===== src/rtl/cpe_pkg.sv =====
// cpe_pkg: widths, constants and shared types of the windowed energy block.
// No dependencies; used by every module under rtl/.
`default_nettype none

package cpe_pkg;

  localparam int SAMPLE_W  = 16;  // signed Q1.15 sample
  localparam int WEIGHT_W  = 16;  // unsigned Q1.15 weight
  localparam int SQ_W      = 31;  // one square, at most 2^30
  localparam int SUMSQ_W   = 33;  // four squares, at most 2^32
  localparam int PROD_W    = WEIGHT_W + SUMSQ_W;
  localparam int ENERGY_SH = 16;  // p/2 weighting: drop 16 bits
  localparam int ENERGY_W  = 32;
  localparam int TOTAL_W   = 36;

  localparam logic [WEIGHT_W-1:0] WEIGHT_RESET = 16'h8000;

  // queue between front and back
  localparam int QUEUE_DEPTH = 4;
  localparam int QPTR_W      = $clog2(QUEUE_DEPTH);
  localparam int QCNT_W      = $clog2(QUEUE_DEPTH + 1);

  typedef logic [ENERGY_W-1:0] energy_t;
  typedef logic [TOTAL_W-1:0]  total_t;

  typedef struct packed {
    logic              empty;
    logic              full;
    logic [QCNT_W-1:0] count;
  } q_status_t;

endpackage

`default_nettype wire


===== src/rtl/cpe_fifo.sv =====
// cpe_fifo: short queue of energies between the front and back parts.
// Depends on cpe_pkg for depth and the status struct.
`default_nettype none

module cpe_fifo (
  input  wire logic             clk,
  input  wire logic             rst_n,
  input  wire logic             push,
  input  wire cpe_pkg::energy_t push_data,
  input  wire logic             pop,
  output cpe_pkg::energy_t      pop_data,
  output cpe_pkg::q_status_t    status
);

  cpe_pkg::energy_t                    mem_r [cpe_pkg::QUEUE_DEPTH];
  logic [cpe_pkg::QPTR_W-1:0]          wr_ptr_r, wr_ptr_nxt;
  logic [cpe_pkg::QPTR_W-1:0]          rd_ptr_r, rd_ptr_nxt;
  logic [cpe_pkg::QCNT_W-1:0]          count_r,  count_nxt;

  function automatic logic [cpe_pkg::QPTR_W-1:0] ptr_inc(
    input logic [cpe_pkg::QPTR_W-1:0] p
  );
    if (p == cpe_pkg::QPTR_W'(cpe_pkg::QUEUE_DEPTH - 1)) begin
      return '0;
    end
    return p + cpe_pkg::QPTR_W'(1);
  endfunction

  always_comb begin
    wr_ptr_nxt = push ? ptr_inc(wr_ptr_r) : wr_ptr_r;
    rd_ptr_nxt = pop  ? ptr_inc(rd_ptr_r) : rd_ptr_r;
    count_nxt  = count_r;
    if (push && !pop) begin
      count_nxt = count_r + cpe_pkg::QCNT_W'(1);
    end else if (pop && !push) begin
      count_nxt = count_r - cpe_pkg::QCNT_W'(1);
    end
  end

  always_ff @(posedge clk) begin
    if (!rst_n) begin
      wr_ptr_r <= '0;
      rd_ptr_r <= '0;
      count_r  <= '0;
    end else begin
      wr_ptr_r <= wr_ptr_nxt;
      rd_ptr_r <= rd_ptr_nxt;
      count_r  <= count_nxt;
    end
  end

  always_ff @(posedge clk) begin
    if (push) begin
      mem_r[wr_ptr_r] <= push_data;
    end
  end

  assign pop_data     = mem_r[rd_ptr_r];
  assign status.count = count_r;
  assign status.empty = (count_r == '0);
  assign status.full  = (count_r == cpe_pkg::QCNT_W'(cpe_pkg::QUEUE_DEPTH));

  // front credit scheme must never overrun the queue
  a_no_overflow: assert property (@(posedge clk) disable iff (!rst_n)
    push |-> !status.full)
    else $error("cpe_fifo: push into full queue");

  a_no_underflow: assert property (@(posedge clk) disable iff (!rst_n)
    pop |-> !status.empty)
    else $error("cpe_fifo: pop from empty queue");

endmodule

`default_nettype wire


===== src/rtl/cpe_front.sv =====
// cpe_front: accepts samples, holds the weight register and computes the
// weighted energy in three stages. Depends on cpe_pkg.
`default_nettype none

module cpe_front (
  input  wire logic                           clk,
  input  wire logic                           rst_n,
  input  wire logic                           in_valid,
  output logic                                in_stall,
  input  wire logic signed [cpe_pkg::SAMPLE_W-1:0] in_cur_re,
  input  wire logic signed [cpe_pkg::SAMPLE_W-1:0] in_cur_im,
  input  wire logic signed [cpe_pkg::SAMPLE_W-1:0] in_lag_re,
  input  wire logic signed [cpe_pkg::SAMPLE_W-1:0] in_lag_im,
  input  wire logic                           cfg_wr_en,
  input  wire logic [cpe_pkg::WEIGHT_W-1:0]   cfg_wr_data,
  input  wire cpe_pkg::q_status_t             q_status,
  output logic                                q_push,
  output cpe_pkg::energy_t                    q_push_data
);

  localparam int OCC_W = cpe_pkg::QCNT_W + 1;

  logic [cpe_pkg::WEIGHT_W-1:0] weight_r;

  logic                          s1_valid_r, s2_valid_r, s3_valid_r;
  logic [cpe_pkg::SQ_W-1:0]      s1_sq_r [4];
  logic [cpe_pkg::SUMSQ_W-1:0]   s2_sumsq_r;
  cpe_pkg::energy_t              s3_energy_r;

  logic signed [2*cpe_pkg::SAMPLE_W-1:0] prod_sq [4];
  logic [cpe_pkg::SUMSQ_W-1:0]           sumsq_nxt;
  logic [cpe_pkg::PROD_W-1:0]            wprod_nxt;
  logic [OCC_W-1:0]                      occupancy;
  logic                                  accept;

  // every item already in the pipe holds a slot in the queue
  assign occupancy = OCC_W'(q_status.count) + OCC_W'(s1_valid_r)
                   + OCC_W'(s2_valid_r) + OCC_W'(s3_valid_r);
  assign in_stall  = (occupancy >= OCC_W'(cpe_pkg::QUEUE_DEPTH));
  assign accept    = in_valid && !in_stall;

  always_comb begin
    prod_sq[0] = in_cur_re * in_cur_re;
    prod_sq[1] = in_cur_im * in_cur_im;
    prod_sq[2] = in_lag_re * in_lag_re;
    prod_sq[3] = in_lag_im * in_lag_im;
    sumsq_nxt  = cpe_pkg::SUMSQ_W'(s1_sq_r[0]) + cpe_pkg::SUMSQ_W'(s1_sq_r[1])
               + cpe_pkg::SUMSQ_W'(s1_sq_r[2]) + cpe_pkg::SUMSQ_W'(s1_sq_r[3]);
    wprod_nxt  = cpe_pkg::PROD_W'(weight_r) * cpe_pkg::PROD_W'(s2_sumsq_r);
  end

  always_ff @(posedge clk) begin
    if (!rst_n) begin
      weight_r   <= cpe_pkg::WEIGHT_RESET;
      s1_valid_r <= 1'b0;
      s2_valid_r <= 1'b0;
      s3_valid_r <= 1'b0;
    end else begin
      if (cfg_wr_en) begin
        weight_r <= cfg_wr_data;
      end
      s1_valid_r <= accept;
      s2_valid_r <= s1_valid_r;
      s3_valid_r <= s2_valid_r;
    end
  end

  always_ff @(posedge clk) begin
    if (accept) begin
      for (int i = 0; i < 4; i++) begin
        s1_sq_r[i] <= prod_sq[i][cpe_pkg::SQ_W-1:0];
      end
    end
    s2_sumsq_r  <= sumsq_nxt;
    s3_energy_r <= wprod_nxt[cpe_pkg::ENERGY_SH +: cpe_pkg::ENERGY_W];
  end

  assign q_push      = s3_valid_r;
  assign q_push_data = s3_energy_r;

  a_credit_bound: assert property (@(posedge clk) disable iff (!rst_n)
    occupancy <= OCC_W'(cpe_pkg::QUEUE_DEPTH))
    else $error("cpe_front: more items in flight than queue slots");

endmodule

`default_nettype wire


===== src/rtl/cpe_back.sv =====
// cpe_back: energy delay line, running total and output register.
// Depends on cpe_pkg; fed from cpe_fifo.
`default_nettype none

module cpe_back #(
  parameter int WINDOW = 16
) (
  input  wire logic               clk,
  input  wire logic               rst_n,
  input  wire cpe_pkg::q_status_t q_status,
  input  wire cpe_pkg::energy_t   q_pop_data,
  output logic                    q_pop,
  output logic                    out_valid,
  input  wire logic               out_stall,
  output cpe_pkg::total_t         out_window_energy
);

  localparam int POS_W = (WINDOW > 1) ? $clog2(WINDOW) : 1;

  cpe_pkg::energy_t    hist_mem [WINDOW];
  logic [POS_W-1:0]    pos_r;
  logic                wrapped_r;

  logic                b1_valid_r;
  logic                b1_wrapped_r;
  cpe_pkg::energy_t    b1_energy_r;
  cpe_pkg::energy_t    b1_oldest_r;

  cpe_pkg::total_t     total_r, total_nxt;
  cpe_pkg::total_t     out_data_r;
  logic                out_valid_r;

  logic                out_ready;
  logic                b1_adv;
  logic                pos_last;
  cpe_pkg::energy_t    oldest;

  assign out_ready = !out_valid_r || !out_stall;
  assign b1_adv    = b1_valid_r && out_ready;
  assign q_pop     = !q_status.empty && (!b1_valid_r || b1_adv);
  assign pos_last  = (pos_r == POS_W'(WINDOW - 1));

  // untouched entries before the first wrap count as zero
  assign oldest    = b1_wrapped_r ? b1_oldest_r : '0;
  assign total_nxt = total_r + cpe_pkg::TOTAL_W'(b1_energy_r)
                   - cpe_pkg::TOTAL_W'(oldest);

  // read-before-write at the same slot
  always_ff @(posedge clk) begin
    if (q_pop) begin
      hist_mem[pos_r] <= q_pop_data;
      b1_oldest_r     <= hist_mem[pos_r];
      b1_energy_r     <= q_pop_data;
      b1_wrapped_r    <= wrapped_r;
    end
    if (b1_adv) begin
      out_data_r <= total_nxt;
    end
  end

  always_ff @(posedge clk) begin
    if (!rst_n) begin
      pos_r       <= '0;
      wrapped_r   <= 1'b0;
      b1_valid_r  <= 1'b0;
      total_r     <= '0;
      out_valid_r <= 1'b0;
    end else begin
      if (q_pop) begin
        pos_r <= pos_last ? '0 : pos_r + POS_W'(1);
        if (pos_last) begin
          wrapped_r <= 1'b1;
        end
      end
      if (q_pop) begin
        b1_valid_r <= 1'b1;
      end else if (b1_adv) begin
        b1_valid_r <= 1'b0;
      end
      if (b1_adv) begin
        total_r     <= total_nxt;
        out_valid_r <= 1'b1;
      end else if (!out_stall) begin
        out_valid_r <= 1'b0;
      end
    end
  end

  assign out_valid         = out_valid_r;
  assign out_window_energy = out_data_r;

  a_b1_held: assert property (@(posedge clk) disable iff (!rst_n)
    b1_valid_r && !out_ready |=> b1_valid_r && $stable(b1_energy_r))
    else $error("cpe_back: staged energy lost while output stalled");

endmodule

`default_nettype wire


===== src/rtl/cp_energy_moving_sum.sv =====
// cp_energy_moving_sum: top level of the windowed energy term of the
// cyclic-prefix ML timing metric. Depends on cpe_pkg, cpe_front, cpe_fifo
// and cpe_back.
//
// Usage:
//   Input channel (in_valid / in_stall): one transaction carries r(k) as
//   in_cur_re/in_cur_im and r(k-N) as in_lag_re/in_lag_im, signed Q1.15.
//   Output channel (out_valid / out_stall): one transaction per input, with
//   out_window_energy = sum of the last WINDOW weighted energies, 36 bits,
//   Q2.30 units, modulo 2^36 for WINDOW above 16.
//   cfg_wr_en / cfg_wr_data write the weight p (unsigned Q1.15); change it
//   only while the block is idle. Stored energies keep their old weight.
// Timing:
//   Squares are registered at the accepting edge, then come the sum, weight
//   multiply, queue write, delay-line read, and total update into the
//   output register. New inputs are accepted while earlier ones are in
//   flight: each one holds one of the four queue credits from its accepting
//   edge until its queue pop, and the registered queue count then frees
//   the credit for a new input.
//   The delay line is a WINDOW-entry memory, one read and one write a cycle when the queue pops.
// Reset (rst_n low, synchronous): weight p = 1.0, total zero, queue empty;
//   a wrap flag makes unwritten delay-line entries read as zero, so no
//   clearing pass is needed and samples are taken right after reset.
// Backpressure: with out_stall high the result holds; the queue absorbs
//   in-flight items and in_stall rises once every queue slot is spoken for.
`default_nettype none

module cp_energy_moving_sum #(
  parameter int WINDOW = 16
) (
  input  wire logic                                clk,
  input  wire logic                                rst_n,
  input  wire logic                                in_valid,
  output logic                                     in_stall,
  input  wire logic signed [cpe_pkg::SAMPLE_W-1:0] in_cur_re,
  input  wire logic signed [cpe_pkg::SAMPLE_W-1:0] in_cur_im,
  input  wire logic signed [cpe_pkg::SAMPLE_W-1:0] in_lag_re,
  input  wire logic signed [cpe_pkg::SAMPLE_W-1:0] in_lag_im,
  input  wire logic                                cfg_wr_en,
  input  wire logic [cpe_pkg::WEIGHT_W-1:0]        cfg_wr_data,
  output logic                                     out_valid,
  input  wire logic                                out_stall,
  output logic [cpe_pkg::TOTAL_W-1:0]              out_window_energy
);

  // front -> queue
  logic                q_push;
  cpe_pkg::energy_t    q_push_data;
  // queue -> back
  logic                q_pop;
  cpe_pkg::energy_t    q_pop_data;
  cpe_pkg::q_status_t  q_status;

  // front: weight register, squares, sum, weight multiply, credit stall
  cpe_front u_front (
    .clk         (clk),
    .rst_n       (rst_n),
    .in_valid    (in_valid),
    .in_stall    (in_stall),
    .in_cur_re   (in_cur_re),
    .in_cur_im   (in_cur_im),
    .in_lag_re   (in_lag_re),
    .in_lag_im   (in_lag_im),
    .cfg_wr_en   (cfg_wr_en),
    .cfg_wr_data (cfg_wr_data),
    .q_status    (q_status),
    .q_push      (q_push),
    .q_push_data (q_push_data)
  );

  // decouples the fixed-latency front from the stallable back
  cpe_fifo u_fifo (
    .clk       (clk),
    .rst_n     (rst_n),
    .push      (q_push),
    .push_data (q_push_data),
    .pop       (q_pop),
    .pop_data  (q_pop_data),
    .status    (q_status)
  );

  // back: delay line, running total, output register
  cpe_back #(
    .WINDOW (WINDOW)
  ) u_back (
    .clk               (clk),
    .rst_n             (rst_n),
    .q_status          (q_status),
    .q_pop_data        (q_pop_data),
    .q_pop             (q_pop),
    .out_valid         (out_valid),
    .out_stall         (out_stall),
    .out_window_energy (out_window_energy)
  );

endmodule

`default_nettype wire


===== config.mk =====
export PLATFORM = sky130hd
export DESIGN_NAME = cp_energy_moving_sum
export DESIGN_NICKNAME = d
export VERILOG_FILES = /design/src/rtl/cpe_pkg.sv /design/src/rtl/cpe_fifo.sv /design/src/rtl/cpe_front.sv /design/src/rtl/cpe_back.sv /design/src/rtl/cp_energy_moving_sum.sv
export SDC_FILE = /design/constraint.sdc
export NUM_CORES = 2
export LEC_CHECK = 0
export BUFFER_PORTS_ARGS = -buffer_cell sky130_fd_sc_hd__buf_4
export CAP_MARGIN = 5
export CORE_UTILIZATION = 35
export CTS_CLUSTER_SIZE = 28
export DETAILED_ROUTE_END_ITERATION = 6
export SKIP_LAST_GASP = 1
export SYNTH_ARGS = -nofsm -noshare
export SYNTH_HDL_FRONTEND = slang
export SYNTH_SLANG_ARGS = --single-unit
export TNS_END_PERCENT = 10

===== constraint.sdc =====
create_clock -name clk -period 16.9 [get_ports clk]
set_input_delay 4.225 -clock clk [delete_from_list [all_inputs] [get_ports clk]]
set_output_delay 4.225 -clock clk [all_outputs]
set_load 0.1 [all_outputs]

==> flow_metrics.py <==
metrics = {
    "route": {
        "antenna_left": 0,
        "firstDrtPassIters": 6,
        "routed_wl_um": 206000,
        "num_vias": 55500,
        "drtIter0Drc": 3188,
        "wire_per_inst_um": 17.7,
        "post-route-drc-count": 0,
        "routed_via_density": 4.77,
    },
    "clock_network": {
        "clkTransAtPathRegs_ns": 0.06,
        "post_cts_resized": 0,
        "clock-sinks": 997,
        "postCtsHoldBufs": 0,
        "cts-htree-levels": 3,
        "cts_tree": "done",
        "ctsLongestPathBuffers": 3,
        "cts_buffers": 106,
        "cts-root-buf": "clkbuf_16",
        "insertion_delay_ns": 0.74,
        "post_cts_buffers": 0,
    },
    "timing": {
        "hold_violations": 0,
        "fin_skew_ns": 0.0533,
        "slew_violations": 0,
        "finalSetupViolCount": 0,
        "min_period_over_period_pct": 58.8,
        "rsz0062_at_grt": "false",
        "max_freq_mhz": 101,
        "hold_slack_ns": 0.434,
        "fin_crit_ns": 9.95,
        "setup_tns_ns": 0,
        "relSlewSlack_pct": 24.4,
        "tightest_slew_ns": 1.13,
    },
    "status": {
        "status": "completed",
    },
    "die": {
        "coreArea_um2": 260000,
        "io_pins": 123,
        "placement_rows": 187,
        "die_x_um": 514,
        "start_util_pct": 35.3,
        "fp.dieH_um": 514,
        "dieArea_um2": 264000,
    },
    "placement": {
        "io_buffers": 122,
        "place.gp.congestion": 0.859,
        "place_hpwl_um": 157000,
        "place_area_um2": 96500,
    },
    "grt": {
        "grt_pass1_vias": 61900,
        "grt_util_all_layers_pct": 16.0,
        "gr-total-overflow": 0,
        "antenna_found_initial": 3,
        "grt_start_max_net_pins": 86,
        "grt_pass1_wl_um": 335000,
    },
    "synthesis": {
        "yosysMostFrequentCell": "inv_1",
        "synth_area_leaders": "fa_1 31%, edfxtp_1 28%, inv_1 8.1%",
        "yosysTopAreaCell": "fa_1",
        "synth-edff-count": 861,
        "syn_avg_cell_area_um2": 11.4,
        "synthCells": 8027,
        "yosys-top-cells-count": "1970 x inv_1, 1429 x fa_1, 861 x edfxtp_1, 724 x nand2_1, 550 x ha_1",
        "yosys_warnings": 0,
        "synth_async_sr_flop_share_pct": 0,
        "synth_top_area_share_pct": 31.2,
        "ys_seq_area_share_pct": 31.1,
        "syn_nets": 10100,
        "syn_area_um2": 91700,
        "synth_cell_types": 88,
        "ys_ff_latch": 997,
        "synth_ff_type": "edfxtp_1",
    },
    "worst_setup_path": {
        "cp-start-kind": "primary input",
        "cp-end-kind": "flip-flop",
        "reg2reg_slack_ns": 9.90,
        "crit_required_ns": 17.36,
        "timing.rr.start": "u_front.weight_r[7]",
        "r2r_cells": 20,
        "critPathKind": "primary input to flip-flop",
        "crit_fanout": 17,
        "arrival_ns": 10.41,
        "r2r_end": "u_front.q_push_data[31]",
    },
    "final_layout": {
        "nets": 10100,
        "drive_above_1_share_pct": 7.47,
        "utilization_pct": 38.5,
        "fillers": 25200,
        "area_growth_pct": 9.28,
        "stdcell_area_um2": 100000,
    },
    "min_path": {
        "min_from": "u_back.wrapped_r",
        "min_to": "u_back.b1_wrapped_r",
        "holdCritPathClass": "flip-flop to flip-flop",
        "holdPathStages": 0,
    },
    "run": {
        "maxCapViolCount": 0,
    },
}
## layer usage
layer | vias to the layer above | GRT usage (%) | share of wire, %
met4 | 4 | 5.03 | 3.3
li1 | 25300 | - | -
met2 | 1311 | 28.9 | 51
met1 | 28600 | 19.8 | 41
met5 | - | 0 | 0.011
met3 | 305 | 2.01 | 4.3
## cell type report
cell class | count | area (um2) | area share, %
Multi-Input combinational cell | 4810 | 54900 | 54.7
Clock inverter | 72 | 937 | 0.935
Clock buffer | 130 | 2830 | 2.83
Timing Repair Buffer | 165 | 1240 | 1.24
Sequential cell | 997 | 28600 | 28.5
Antenna cell | 1 | 2.50 | 0.00250
Tap cell | 3496 | 4370 | 4.36
Inverter | 1970 | 7400 | 7.38
## kinds of logic after synthesis
kind of cell,Yosys count,synth area share (%)
buffers and inverters,2220,9.09
adders and majority gates,1979,38.7
and+or+nand+nor,1704,8.92
DFF,997,31.1
AOI/OAI and AO/OA,642,4.63
xor gates and xnor gates,268,2.56
muxes,215,4.96
other,2,0.00819
## stage by stage
step                      setup WS (ns)  std cells
after CTS                          7.07      11600
after global routing               6.56      11600
after global placement             6.36      11400
after floorplan                    6.74       8027
after detailed placement           6.28      11400
final                              6.95      11600
## placed cells by master, fill, tap and decap left out, types with 16 or more instances in the layout
master,n
a211oi_1,23
a21o_1,93
a21oi_1,214
a31oi_1,26
and2_1,438
and3_1,21
buf_4,165
clkbuf_1,16
clkbuf_16,107
clkinv_2,17
dfxtp_1,124
edfxtp_1,861
fa_1,1429
ha_1,550
inv_1,1967
mux2i_1,23
mux4_2,192
nand2_1,724
nand2b_1,36
nand3_1,49
nand4_1,31
nor2_1,249
nor2b_1,29
nor3_1,42
o211ai_1,16
o21a_1,24
o21ai_0,78
o21ai_1,26
o21bai_1,34
or3_1,22
xnor2_1,205
xor2_1,63
## worst max path at each step
stage / startpoint / end / slack [ns] / depth (start not counted)
floorplan: in_cur_re[1] / u_front.s1_sq_r[0][29] / 6.74 / 24
global placement: in_cur_re[15] / u_front.s1_sq_r[0][27] / 6.36 / 23
detailed placement: in_cur_im[15] / u_front.s1_sq_r[1][30] / 6.28 / 20
CTS: in_cur_im[15] / u_front.s1_sq_r[1][30] / 7.07 / 20
global route: in_cur_im[15] / u_front.s1_sq_r[1][30] / 6.56 / 20
finish: in_cur_im[15] / u_front.s1_sq_r[1][30] / 6.95 / 20
## sequential cells by signal (all words and copies together), names as in the netlist, 16 cells and up, named ones only
register                  flops
u_back.hist_mem             512
u_fifo.mem_r                128
u_front.s1_sq_r             120
u_back.out_window_energy     36
u_back.total_r               36
u_front.s2_sumsq_r           33
u_back.b1_energy_r           32
u_back.b1_oldest_r           32
u_front.q_push_data          32
u_front.weight_r             16
## critical path: stages
cell and delay (ns):
buf_4 0.18, inv_1 0.43, nor2_1 0.13, fa_1 0.56, fa_1 0.72, inv_1 0.19, fa_1 0.53, inv_1 0.06
fa_1 0.53, inv_1 0.05, fa_1 0.48, inv_1 0.05, fa_1 0.43, ha_1 0.36, nand4_1 0.22, a2111oi_0 0.66
or3_1 0.25, a31o_1 0.15, a21oi_1 0.07, xnor2_1 0.13
Power is not shown: default switching activity piles up to over one toggle a cycle in this logic, so the estimate is an artifact.
